**config.mk**
```make
export PLATFORM = sky130hd
export DESIGN_NAME = uart_hex_command_responder_unit
export DESIGN_NICKNAME = d
export VERILOG_FILES = /design/src/uhcr_pkg.sv /design/src/uhcr_front.sv /design/src/uhcr_fifo.sv /design/src/uhcr_back.sv /design/src/uart_hex_command_responder_unit.sv
export VERILOG_INCLUDE_DIRS = /design/src /design/src/src
export SDC_FILE = /design/constraint.sdc
export NUM_CORES = 1
export LEC_CHECK = 0
export ABC_AREA = 1
export BUFFER_PORTS_ARGS = -buffer_cell sky130_fd_sc_hd__buf_4
export CORE_ASPECT_RATIO = 0.75
export CORE_MARGIN = 1.5
export CORE_UTILIZATION = 37
export DETAILED_ROUTE_END_ITERATION = 10
export SYNTH_ARGS = -nofsm -noshare
export SYNTH_HDL_FRONTEND = slang
export SYNTH_SLANG_ARGS = --single-unit
export TNS_END_PERCENT = 100
```
**constraint.sdc**
```tcl
create_clock -name clk -period 3.1 [get_ports clk]
set_clock_uncertainty 0.1 [all_clocks]
set_input_delay 0.62 -clock clk [delete_from_list [all_inputs] [get_ports clk]]
set_output_delay 0.62 -clock clk [all_outputs]
set_load 0.005 [all_outputs]
```
**src/assert_macros.svh**
```systemverilog
// assertion macros used by the top-level rtl file
`ifndef ASSERT_MACROS_SVH
`define ASSERT_MACROS_SVH

// condition must hold on every clock edge outside reset
`define ASSERT_ALWAYS(label, cond, msg) \
  label: assert property (@(posedge clk) disable iff (rst) (cond)) else $error(msg);

// consequent must hold in the cycle after the antecedent
`define ASSERT_NEXT(label, ante, cons, msg) \
  label: assert property (@(posedge clk) disable iff (rst) (ante) |=> (cons)) else $error(msg);

`endif

```
**src/uhcr_pkg.sv**
```systemverilog
// shared types and constants of the uart hex command responder
`timescale 1ns / 1ps
package uhcr_pkg;

  // request kinds as carried in the slave tuser
  localparam logic [1:0] KIND_RX    = 2'd0;
  localparam logic [1:0] KIND_CHECK = 2'd1;
  localparam logic [1:0] KIND_POLL  = 2'd2;
  localparam logic [1:0] KIND_NOP   = 2'd3;

  // command status codes
  localparam logic [2:0] STATUS_NONE    = 3'd0;
  localparam logic [2:0] STATUS_SHORT   = 3'd1;
  localparam logic [2:0] STATUS_BAD_END = 3'd2;
  localparam logic [2:0] STATUS_BAD_HEX = 3'd3;
  localparam logic [2:0] STATUS_OFF     = 3'd4;
  localparam logic [2:0] STATUS_ON      = 3'd5;
  localparam logic [2:0] STATUS_REPLY   = 3'd6;
  localparam logic [2:0] STATUS_UNKNOWN = 3'd7;

  // ascii
  localparam logic [7:0] ASCII_LF   = 8'h0a;
  localparam logic [7:0] ASCII_CR   = 8'h0d;
  localparam logic [7:0] ASCII_DOT  = 8'h2e;
  localparam logic [7:0] ASCII_ZERO = 8'h30;

  // request queue depth, power of two
  localparam int QUEUE_DEPTH = 2;

  // classified request as held in the queue
  typedef struct packed {
    logic [1:0] kind;
    logic [7:0] rx_byte;
    logic       tx_ready;
    logic [7:0] digit_hi;
    logic [7:0] digit_lo;
  } req_t;

endpackage

```
**src/uhcr_front.sv**
```systemverilog
// front end: unpacks and classifies incoming requests
`timescale 1ns / 1ps
module uhcr_front
  import uhcr_pkg::*;
(
  input  logic        s_tvalid,
  input  logic [23:0] s_tdata,
  input  logic [1:0]  s_tuser,
  output logic        push_valid,
  output req_t        push_data
);

  function automatic logic [7:0] hex_char(input logic [3:0] v);
    logic [7:0] c;
    begin
      if (v < 4'd10) c = ASCII_ZERO + {4'h0, v};
      else           c = 8'h57 + {4'h0, v};
      return c;
    end
  endfunction

  assign push_valid = s_tvalid;

  always_comb begin
    push_data.kind     = s_tuser;
    push_data.rx_byte  = s_tdata[7:0];
    push_data.tx_ready = s_tdata[8];
    // adc sample pre-converted to lowercase hex
    push_data.digit_hi = hex_char(s_tdata[16:13]);
    push_data.digit_lo = hex_char(s_tdata[12:9]);
  end

endmodule

```
**src/uhcr_fifo.sv**
```systemverilog
// short request queue between front and back
`timescale 1ns / 1ps
module uhcr_fifo
  import uhcr_pkg::*;
(
  input  logic clk,
  input  logic rst,
  input  logic push_valid,
  output logic push_ready,
  input  req_t push_data,
  output logic pop_valid,
  input  logic pop_ready,
  output req_t pop_data
);

  localparam int PW = $clog2(QUEUE_DEPTH);
  localparam int CW = $clog2(QUEUE_DEPTH + 1);

  req_t          mem [QUEUE_DEPTH];
  logic [PW-1:0] wr_ptr;
  logic [PW-1:0] rd_ptr;
  logic [CW-1:0] fill;
  logic          do_push;
  logic          do_pop;

  assign push_ready = (fill != CW'(QUEUE_DEPTH));
  assign pop_valid  = (fill != '0);
  assign pop_data   = mem[rd_ptr];
  assign do_push    = push_valid && push_ready;
  assign do_pop     = pop_valid && pop_ready;

  always_ff @(posedge clk) begin
    if (do_push) mem[wr_ptr] <= push_data;
  end

  always_ff @(posedge clk) begin
    if (rst) begin
      wr_ptr <= '0;
      rd_ptr <= '0;
      fill   <= '0;
    end else begin
      if (do_push) wr_ptr <= wr_ptr + PW'(1);
      if (do_pop)  rd_ptr <= rd_ptr + PW'(1);
      if (do_push && !do_pop)      fill <= fill + CW'(1);
      else if (!do_push && do_pop) fill <= fill - CW'(1);
    end
  end

endmodule

```
**src/uhcr_back.sv**
```systemverilog
// back end: frame buffer, command decode, reply sequencer, result register
`timescale 1ns / 1ps
module uhcr_back
  import uhcr_pkg::*;
#(
  parameter int RX_LIMIT = 16
) (
  input  logic       clk,
  input  logic       rst,
  input  logic       pop_valid,
  output logic       pop_ready,
  input  req_t       pop_data,
  output logic       out_valid,
  input  logic       out_ready,
  output logic       out_tx_valid,
  output logic [7:0] out_byte,
  output logic       out_led,
  output logic [2:0] out_status
);

  localparam int CW = $clog2(RX_LIMIT + 1);

  localparam int FRAME_MIN = 15;
  localparam int POS_HI    = 10;
  localparam int POS_LO    = 11;
  localparam int POS_DOT   = 12;
  localparam int POS_CR    = 13;
  localparam int POS_LF    = 14;
  localparam int CMD_LEN   = 4;
  localparam int UUID_LEN  = 33;
  localparam int VALUE_LEN = 6;

  localparam logic [8*CMD_LEN-1:0]  CMD_TEXT  = "suw,";
  localparam logic [8*UUID_LEN-1:0] UUID_TEXT = "35648ed618b34375b9fdd7f7a059c34c,";

  localparam logic [1:0] PHASE_IDLE  = 2'd0;
  localparam logic [1:0] PHASE_VALUE = 2'd1;
  localparam logic [1:0] PHASE_UUID  = 2'd2;
  localparam logic [1:0] PHASE_CMD   = 2'd3;

  localparam logic [1:0] MSG_CMD   = 2'd0;
  localparam logic [1:0] MSG_UUID  = 2'd1;
  localparam logic [1:0] MSG_VALUE = 2'd2;

  localparam logic [7:0] CMD_LED_OFF = 8'h00;
  localparam logic [7:0] CMD_LED_ON  = 8'h01;
  localparam logic [7:0] CMD_REPLY   = 8'h02;

  // nibble value, bit 4 set for a non-hex character
  function automatic logic [4:0] hex_value(input logic [7:0] c);
    logic [4:0] v;
    begin
      v = 5'h10;
      if (c[7:4] == 4'h3) begin
        if (c[3:0] < 4'd10) v = {1'b0, c[3:0]};
      end else if (c[7:4] == 4'h4 || c[7:4] == 4'h6) begin
        if (c[3:0] > 4'd0 && c[3:0] < 4'd7) v = {1'b0, c[3:0]} + 5'd9;
      end
      return v;
    end
  endfunction

  logic [7:0]    rx_buf [RX_LIMIT+1];
  logic [CW-1:0] rx_count, rx_count_next;
  logic [7:0]    digit_hi, digit_hi_next;
  logic [7:0]    digit_lo, digit_lo_next;
  logic [1:0]    send_phase, send_phase_next;
  logic [1:0]    send_message, send_message_next;
  logic [5:0]    send_index, send_index_next;
  logic [5:0]    send_left, send_left_next;
  logic          led_level, led_level_next;

  logic          exec;
  logic          rx_write;
  logic [4:0]    nib_hi, nib_lo;
  logic [7:0]    cmd;
  logic          tx_valid_next;
  logic [7:0]    byte_next;
  logic [2:0]    status_next;
  logic [7:0]    msg_byte;

  assign pop_ready = !out_valid || out_ready;
  assign exec      = pop_valid && pop_ready;
  assign rx_write  = exec && (pop_data.kind == KIND_RX);
  assign nib_hi    = hex_value(rx_buf[POS_HI]);
  assign nib_lo    = hex_value(rx_buf[POS_LO]);
  assign cmd       = {nib_hi[3:0], nib_lo[3:0]};

  // byte of the message in progress
  always_comb begin
    msg_byte = 8'h00;
    unique case (send_message)
      MSG_CMD: begin
        if (send_index < 6'(CMD_LEN))
          msg_byte = CMD_TEXT[(CMD_LEN - 1 - int'(send_index)) * 8 +: 8];
      end
      MSG_UUID: begin
        if (send_index < 6'(UUID_LEN))
          msg_byte = UUID_TEXT[(UUID_LEN - 1 - int'(send_index)) * 8 +: 8];
      end
      MSG_VALUE: begin
        unique case (send_index)
          6'd0, 6'd1: msg_byte = ASCII_ZERO;
          6'd2:       msg_byte = digit_hi;
          6'd3:       msg_byte = digit_lo;
          6'd4:       msg_byte = ASCII_CR;
          6'd5:       msg_byte = ASCII_LF;
          default:    msg_byte = 8'h00;
        endcase
      end
      default: msg_byte = 8'h00;
    endcase
  end

  always_comb begin
    rx_count_next     = rx_count;
    digit_hi_next     = digit_hi;
    digit_lo_next     = digit_lo;
    send_phase_next   = send_phase;
    send_message_next = send_message;
    send_index_next   = send_index;
    send_left_next    = send_left;
    led_level_next    = led_level;
    tx_valid_next     = 1'b0;
    byte_next         = 8'h00;
    status_next       = STATUS_NONE;
    unique case (pop_data.kind)
      KIND_RX: begin
        if (rx_count < CW'(RX_LIMIT)) rx_count_next = rx_count + CW'(1);
      end
      KIND_CHECK: begin
        if (rx_count < CW'(FRAME_MIN)) begin
          status_next = STATUS_SHORT;
        end else begin
          rx_count_next = '0;
          priority if (rx_buf[POS_LF] != ASCII_LF || rx_buf[POS_CR] != ASCII_CR ||
                       rx_buf[POS_DOT] != ASCII_DOT) begin
            status_next = STATUS_BAD_END;
          end else if (nib_hi[4] || nib_lo[4]) begin
            status_next = STATUS_BAD_HEX;
          end else if (cmd == CMD_LED_OFF) begin
            led_level_next = 1'b0;
            status_next    = STATUS_OFF;
          end else if (cmd == CMD_LED_ON) begin
            led_level_next = 1'b1;
            status_next    = STATUS_ON;
          end else if (cmd == CMD_REPLY) begin
            digit_hi_next   = pop_data.digit_hi;
            digit_lo_next   = pop_data.digit_lo;
            send_phase_next = PHASE_CMD;
            status_next     = STATUS_REPLY;
          end else begin
            status_next = STATUS_UNKNOWN;
          end
        end
      end
      KIND_POLL: begin
        if (send_left == 6'd0) begin
          unique case (send_phase)
            PHASE_CMD: begin
              send_message_next = MSG_CMD;
              send_left_next    = 6'(CMD_LEN);
              send_index_next   = '0;
              send_phase_next   = PHASE_UUID;
            end
            PHASE_UUID: begin
              send_message_next = MSG_UUID;
              send_left_next    = 6'(UUID_LEN);
              send_index_next   = '0;
              send_phase_next   = PHASE_VALUE;
            end
            PHASE_VALUE: begin
              send_message_next = MSG_VALUE;
              send_left_next    = 6'(VALUE_LEN);
              send_index_next   = '0;
              send_phase_next   = PHASE_IDLE;
            end
            default: ;
          endcase
        end else if (pop_data.tx_ready) begin
          tx_valid_next   = 1'b1;
          byte_next       = msg_byte;
          send_index_next = send_index + 6'd1;
          send_left_next  = send_left - 6'd1;
        end
      end
      default: ;
    endcase
  end

  // frame buffer, written at the receive count
  always_ff @(posedge clk) begin
    if (rx_write) rx_buf[rx_count] <= pop_data.rx_byte;
  end

  always_ff @(posedge clk) begin
    if (rst) begin
      rx_count     <= '0;
      digit_hi     <= ASCII_ZERO;
      digit_lo     <= ASCII_ZERO;
      send_phase   <= PHASE_IDLE;
      send_message <= MSG_CMD;
      send_index   <= '0;
      send_left    <= '0;
      led_level    <= 1'b0;
      out_valid    <= 1'b0;
    end else begin
      if (exec) begin
        rx_count     <= rx_count_next;
        digit_hi     <= digit_hi_next;
        digit_lo     <= digit_lo_next;
        send_phase   <= send_phase_next;
        send_message <= send_message_next;
        send_index   <= send_index_next;
        send_left    <= send_left_next;
        led_level    <= led_level_next;
        out_valid    <= 1'b1;
      end else if (out_ready) begin
        out_valid <= 1'b0;
      end
    end
  end

  // result payload
  always_ff @(posedge clk) begin
    if (exec) begin
      out_tx_valid <= tx_valid_next;
      out_byte     <= byte_next;
      out_led      <= led_level_next;
      out_status   <= status_next;
    end
  end

endmodule

```
**src/uart_hex_command_responder_unit.sv**
```systemverilog
// top level of the uart hex command responder
`timescale 1ns / 1ps
// channel   dir  handshake          payload
// s_*       in   s_tvalid/s_tready  request kind, rx byte, tx ready, adc sample
// m_*       out  m_tvalid/m_tready  tx flag, tx byte, led level, command status
//
// one request per clock sustained while m_tready stays high; every request yields exactly one result
// a request is first written into the queue; the back end then executes it
// and registers the result in the result register
// s_tready drops only when the two-entry queue is full, i.e. when m_tready
// has been low long enough to back the result register up
// synchronous active-high reset clears counters, sequencer, led and queue
module uart_hex_command_responder_unit
  import uhcr_pkg::*;
#(
  parameter int RX_LIMIT = 16
) (
  input  logic        clk,
  input  logic        rst,
  input  logic        s_tvalid,
  output logic        s_tready,
  input  logic [23:0] s_tdata,   // rx_byte[7:0], tx_ready[8], adc_sample[16:9], zero pad
  input  logic [1:0]  s_tuser,   // req_type[1:0]
  output logic        m_tvalid,
  input  logic        m_tready,
  output logic [15:0] m_tdata,   // tx_byte[7:0], led_on[8], cmd_status[11:9], zero pad
  output logic [0:0]  m_tuser    // tx_valid[0]
);

`include "assert_macros.svh"

  // front to queue
  logic       push_valid;
  req_t       push_data;
  // queue to back
  logic       q_valid;
  logic       q_ready;
  req_t       q_data;
  // result register
  logic       res_tx_valid;
  logic [7:0] res_byte;
  logic       res_led;
  logic [2:0] res_status;
  // presented result with and without a byte
  logic       sent_byte;
  logic       no_byte;

  // unpack, classify and hex-convert the adc sample
  uhcr_front u_front (
    .s_tvalid   (s_tvalid),
    .s_tdata    (s_tdata),
    .s_tuser    (s_tuser),
    .push_valid (push_valid),
    .push_data  (push_data)
  );

  // decouples input acceptance from output stalls
  uhcr_fifo u_fifo (
    .clk        (clk),
    .rst        (rst),
    .push_valid (push_valid),
    .push_ready (s_tready),
    .push_data  (push_data),
    .pop_valid  (q_valid),
    .pop_ready  (q_ready),
    .pop_data   (q_data)
  );

  // frame check, led control and reply sequencer
  uhcr_back #(
    .RX_LIMIT (RX_LIMIT)
  ) u_back (
    .clk          (clk),
    .rst          (rst),
    .pop_valid    (q_valid),
    .pop_ready    (q_ready),
    .pop_data     (q_data),
    .out_valid    (m_tvalid),
    .out_ready    (m_tready),
    .out_tx_valid (res_tx_valid),
    .out_byte     (res_byte),
    .out_led      (res_led),
    .out_status   (res_status)
  );

  assign m_tdata = {4'h0, res_status, res_led, res_byte};
  assign m_tuser = res_tx_valid;

  assign sent_byte = m_tvalid && res_tx_valid;
  assign no_byte   = m_tvalid && !res_tx_valid;

  // an accepted request is held in the queue or the result register next cycle
  `ASSERT_NEXT(a_req_held, s_tvalid && s_tready, q_valid || m_tvalid, "request lost")

  // a transmitted byte comes only from a poll, which reports no status
  `ASSERT_ALWAYS(a_tx_no_status, !sent_byte || (res_status == STATUS_NONE), "tx with status")

  // no byte is sent, so the byte field is zero
  `ASSERT_ALWAYS(a_idle_byte_zero, !no_byte || (res_byte == 8'h00), "idle byte nonzero")

endmodule
```
==> results of run 1 <==
[registers in the layout (all words and copies together), names as in the netlist, named ones only]
register / cells
u_back.rx_buf: 40
u_fifo.rd_ptr: 1
u_back.out_led: 1
u_back.out_tx_valid: 1
u_back.out_valid: 1
u_back.out_byte: 7
u_fifo.wr_ptr: 1
u_back.send_message: 2
u_back.digit_hi: 7
u_back.rx_count: 5
u_back.send_index: 6
u_back.out_status: 3
u_fifo.mem: 50
u_back.send_left: 6
u_fifo.fill: 2
u_back.digit_lo: 7
u_back.led_level: 1
u_back.send_phase: 2
[report_power, final]
part	internal [uW]	switching (uW)	leakage [uW]
clock	1210	843	0.000289
sequential	2420	117	0.00129
combinational	571	1030	0.00199
total	4200	1990	0.00356
[final timing paths]
kind                                     from  cells past startpoint            endpoint  slack [ns]
worst min register to register  u_fifo.rd_ptr                      1                flop        0.35
worst min-delay path               s_tdata[5]                      1   u_fifo.mem[1][22]        0.28
worst max register to register           flop                      9  u_back.rx_count[0]        0.40
worst max-delay path                     flop                      9  u_back.rx_count[0]        0.40
[worst max-delay path: stages (launching register included)]
cell	delay, ns
dfxtp_1	0.43
o21ai_0	0.52
ha_1	0.35
inv_1	0.15
o21ai_0	0.23
nand3_2	0.19
o21ai_0	0.37
inv_1	0.11
o21ai_0	0.09
a21oi_1	0.05
[Yosys cell counts (all sizes together), types with 5 or more instances]
| cell | number | area (um^2) |
|---|---|---|
| buf | 17 | 119 |
| ha | 30 | 375 |
| nor3 | 13 | 75.1 |
| nand2 | 166 | 651 |
| inv | 115 | 432 |
| dfxtp | 42 | 841 |
| nor2 | 107 | 434 |
| mux2 | 18 | 203 |
| xor2 | 8 | 70.1 |
| o211ai | 7 | 72.6 |
| nand4 | 13 | 81.3 |
| edfxtp | 102 | 3060 |
| nand3 | 48 | 280 |
| a21oi | 35 | 179 |
| o21ai | 44 | 224 |
| nor3b | 5 | 37.5 |
[through the flow]
step	setup slack [ns]	hold slack, ns	util, %	std cells
final	0.401	0.283	43.7	1109
after global routing	0.150	0.264	43.7	1109
after CTS	0.404	0.268	43.7	1109
after detailed placement	0.422	0.343	40.6	1077
after global placement	0.516	0.336	40.6	1077
after floorplan	0.601	0.326	-	797
[routing by layer]
metal / up-vias / track usage, % / wire, um / share of wire, %
met1: 2417 / 24.3 / 7990 / 54
met4: 0 / 3.97 / 104 / 0.71
met3: 10 / 4.03 / 861 / 5.9
li1: 2713 / - / - / -
met5: - / 0 / 0 / 0
met2: 138 / 20.1 / 5740 / 39
[final cells by class]
class / count / area, um^2 / area share [%]
flip-flops and latches: 144 / 3900 / 46.2
well taps: 253 / 317 / 3.75
inverters: 115 / 432 / 5.11
clock inverters: 15 / 173 / 2.04
clock buffers: 17 / 425 / 5.04
multi-input cells: 518 / 2850 / 33.7
repair buffers: 47 / 353 / 4.18
[cells by family (layout without fill, tap and decap cells)]
logic type | after synthesis | in the layout | synth area share [%]
muxes | 22 | 22 | 3.33
and+or+nand+nor | 354 | 354 | 21.6
other | 2 | 9 | 0.103
xor gates and xnor gates | 8 | 8 | 0.963
DFF | 144 | 144 | 53.6
adders and majority gates | 30 | 30 | 5.16
AOI/OAI and AO/OA | 95 | 95 | 7.49
buffers and inverters | 135 | 194 | 7.72
==> metrics.txt, run 1 <==
DRC Markers 0; first-pass GRT wire length roughly 24 mm; Total GRT Usage between 10% and 20%; fill count ~1800; commonest non-fill, non-tap cell in the layout nand2_1; fin crit share roughly 87%; max-slew violations 0; placed cell areas a little under 8000 um^2; starting DRC count in detailed routing about 440; worst skew pair latency 0.42 ns; antenna-violating nets left 0; arrival time at the worst endpoint around 2.9 ns; drt total wl between 10 and 15 mm; Die X 165 um; hpwl dp around 11 mm; Synth Flop Type edfxtp_1; status finished clean; # diodes 0; Critical Path RT ~3.3 ns; Die ar. around 21000 um^2; Area Overhead vs Synth 16.1%; Post-Synthesis Cell Area around 7300 um^2; core area approximately 19000 um^2; PD cells 733 nW/um^2; clk sinks 144; total power between 6000 and 7000 uW; layout net count 903; Worst Hold Class in -> reg; Finished Cell Area about 8400 um^2; CTS root buf clkbuf_16; maxcap violations 0; gpl congestion 0.836; Initial Util 37.7%; CP endpoint kind flop; setup TNS 0 ns; post-synthesis async set-or-reset flop share 0%; Final min period around 2.7 ns; CP startpoint kind flop; syn_area_per_cell 9.21 um^2; YS warnings 0; grt ovf 0; ratio of cells with drive above 1 in the final layout 16.4%; post-synthesis cell type count 42; DRT Pass-1 Iters 4; Setup CP Type reg -> reg; DR vias around 5300; largest net degree at the start of global routing 29; initial antenna violation count 0; Final Hold Vio Count 0; TritonCTS clock tree done; routed len/inst 13.3 um; worst-margin pin slew ~0.67 ns; fmax about 370 MHz; sequential area share after synthesis 53.6%; Die H 124 um; Worst-path clk slew ~0.060 ns; Post-synth EDFFs 102; port buffer count 36; RSZ-0062 raised after global routing false; commonest cells after routing, fill and taps aside nand2_1, inv_1, edfxtp_1; site row count 44; CTS Buf Count 17; Setup Buffers After CTS 0; Slew HR between 50 and 60%; final setup vio count 0; hold buffer count at CTS 0; vias per inst ~4.8; leakage about 0.0036 uW; number of top-level pins 49; #FFs+latches synth 144; H-tree depth 4; vias in the first global route just under 5000; post-cts sizing count 0; Clock Tree Buf Depth 2; highest ir drop seen on vdd 0.000546 V; Critical Path Fanout Max 10; cell count after synthesis between 700 and 800
Note: power is estimated with default switching activity, not from simulation.
==> run 2: changes to the inputs <==
==> constraint.sdc (replaced) <==
create_clock -name clk -period 3.18 [get_ports clk]
set_clock_uncertainty 0.1 [all_clocks]
set_input_delay 0.636 -clock clk [delete_from_list [all_inputs] [get_ports clk]]
set_output_delay 0.636 -clock clk [all_outputs]
set_load 0.1 [all_outputs]
==> run 2 against run 1 <==
  * Combinational power rose by 36%
  * Die area stayed put
  * Sequential power fell by 2%
  * Critical endpoint unchanged
  * Clock-buffer cell count is 2 higher
  * Worst hold slack improved by 0.014 ns
==> metrics.txt, run 2 (synthesized netlist as in run 1, its figures left out) <==
status finished clean (unchanged); hpwl dp 10.8 mm (was 10.5 mm); post-cts sizing count 0 (unchanged); critical path depth in cells 9 (unchanged); CP dominant cell by count o21ai_0 (unchanged); DRT Pass-1 Iters 5 (was 4); CP endpoint kind flop (unchanged); maxcap violations 0 (unchanged); drt total wl 15.1 mm (was 14.7 mm); r2r worst-path depth 9 (unchanged); Non-Filler Instances 1111 (was 1109); TritonCTS clock tree done (unchanged); delay of the slowest critical-path stage 0.47 ns (was 0.52 ns); Reg area 3900 um^2 (unchanged); fill count 1867 (was 1834); fmax 381 MHz (was 371 MHz); Setup CP Type reg -> reg (unchanged); fin crit share 82.5% (was 87.1%); Die X 165 um (unchanged); worst skew pair latency 0.42 ns (about the same); DR vias 5198 (was 5278); leakage 0.00353 uW (was 0.00356 uW); CTS Buf Count 17 (unchanged); vias per inst 4.68 (was 4.76); DRC Markers 0 (unchanged); first-pass GRT wire length 24.8 mm (was 24.4 mm); vias in the first global route 4859 (was 4815); layout net count 905 (was 903); site row count 44 (unchanged); CP startpoint kind flop (unchanged); worst-path cell chain o21ai_0, ha_1, inv_1, o21ai_0, nand3_2, o21ai_0, inv_1, o21ai_0, a21oi_1 (unchanged); arrival time at the worst endpoint 2.83 ns (was 2.90 ns); number of top-level pins 49 (unchanged); worst-margin pin slew 0.631 ns (was 0.668 ns); reg-to-reg endpoint u_back.rx_count[0] (unchanged); RSZ-0062 raised after global routing false (unchanged); Die ar. 20500 um^2 (unchanged); Initial Util 37.7% (unchanged); port buffer count 36 (unchanged); slowest CP cell o21ai_0 (unchanged); HP Start s_tdata[5] (unchanged); antenna-violating nets left 0 (unchanged); core area 19300 um^2 (unchanged); final setup vio count 0 (unchanged); Die H 124 um (unchanged); routed len/inst 13.6 um (was 13.3 um); Setup Buffers After CTS 0 (unchanged); Final Hold Vio Count 0 (unchanged); Slew HR 57.9% (was 55.5%); max-slew violations 0 (unchanged); highest ir drop seen on vdd 0.000520 V (was 0.000546 V); Worst Hold Class in -> reg (unchanged); clk sinks 144 (unchanged); commonest cells after routing, fill and taps aside nand2_1, inv_1, edfxtp_1 (unchanged); setup TNS 0 ns (unchanged); biggest registers after layout u_fifo.mem x50, u_back.rx_buf x40 (unchanged); Final min period 2.62 ns (was 2.70 ns); Top reg by flops u_fifo.mem (unchanged); Total GRT Usage 15.6% (was 15.3%); Critical Path RT 3.38 ns (was 3.30 ns); # diodes 0 (unchanged); CP delay by family, top compound AO/OA/AOI/OAI gates (unchanged); Worst R2R Setup Slack 0.56 ns (was 0.40 ns); Worst Path Buf+Inv 2 (unchanged); grt ovf 0 (unchanged); H-tree depth 4 (unchanged); PD cells 774 nW/um^2 (was 733 nW/um^2); commonest non-fill, non-tap cell in the layout nand2_1 (unchanged); max reg flops 50 (unchanged); starting DRC count in detailed routing 514 (was 443); initial antenna violation count 0 (unchanged); gpl congestion 0.838 (was 0.836); Critical Path Sink u_back.rx_count[0] (unchanged); Clock Tree Buf Depth 2 (unchanged); area occupied by multi-input gates 2850 um^2 (unchanged); ratio of cells with drive above 1 in the final layout 16.2% (was 16.4%); Worst-path clk slew 0.06 ns (about the same); Area Overhead vs Synth 15.6% (was 16.1%); dpl cells 1079 (was 1077); largest net degree at the start of global routing 29 (unchanged); CTS root buf clkbuf_16 (unchanged); hold buffer count at CTS 0 (unchanged); Critical Path Fanout Max 10 (unchanged)
==> run 2: metrics by stage <==
step / cell area [um^2] / hold slack (ns) / utilization [%] / power [uW] / setup slack (ns)
after detailed placement: 7870 / 0.347 / 40.7 / 4690 / 0.581
after global placement: 7870 / 0.336 / 40.7 / 4670 / 0.685
after floorplan: 7310 / 0.326 / - / 4190 / 0.270
after global routing: 8410 / 0.275 / 43.5 / 6850 / 0.373
final: 8410 / 0.297 / 43.5 / 6510 / 0.556
after CTS: 8410 / 0.280 / 43.5 / 6550 / 0.546
==> run 2: worst min-delay path by stage <==
| stage | end | slack [ns] | depth (start not counted) |
|---|---|---|---|
| after floorplan | flop | 0.33 | 1 |
| after global placement | u_fifo.rd_ptr | 0.34 | 1 |
| after global routing | u_fifo.mem[0][22] | 0.27 | 1 |
| final | u_fifo.mem[0][22] | 0.30 | 1 |
| after detailed placement | u_fifo.rd_ptr | 0.35 | 1 |
| after CTS | u_fifo.mem[0][22] | 0.28 | 1 |
==> run 2: cell type report <==
class,count,share of cell area [%]
clock buffer,19,5.15
clock inverter,13,1.37
inverter,115,5.13
multi-input combinational,518,33.8
sequential,144,46.4
tap,253,3.76
timing repair buffer,49,4.37
==> run 2: routing by layer <==
| layer | routed length, um | track usage (%) | vias to the layer above |
|---|---|---|---|
| li1 | - | - | 2710 |
| met1 | 8190 | 23.7 | 2379 |
| met2 | 6060 | 21.6 | 101 |
| met3 | 735 | 4.36 | 8 |
| met4 | 108 | 3.92 | 0 |
| met5 | 0 | 0 | - |
==> run 2: power breakdown <==
| group | switching (uW) | total, uW | internal, uW |
|---|---|---|---|
| Clock | 786 | 1860 | 1070 |
| Sequential | 116 | 2470 | 2360 |
| Combinational | 1610 | 2180 | 574 |
| Total | 2510 | 6510 | 4000 |
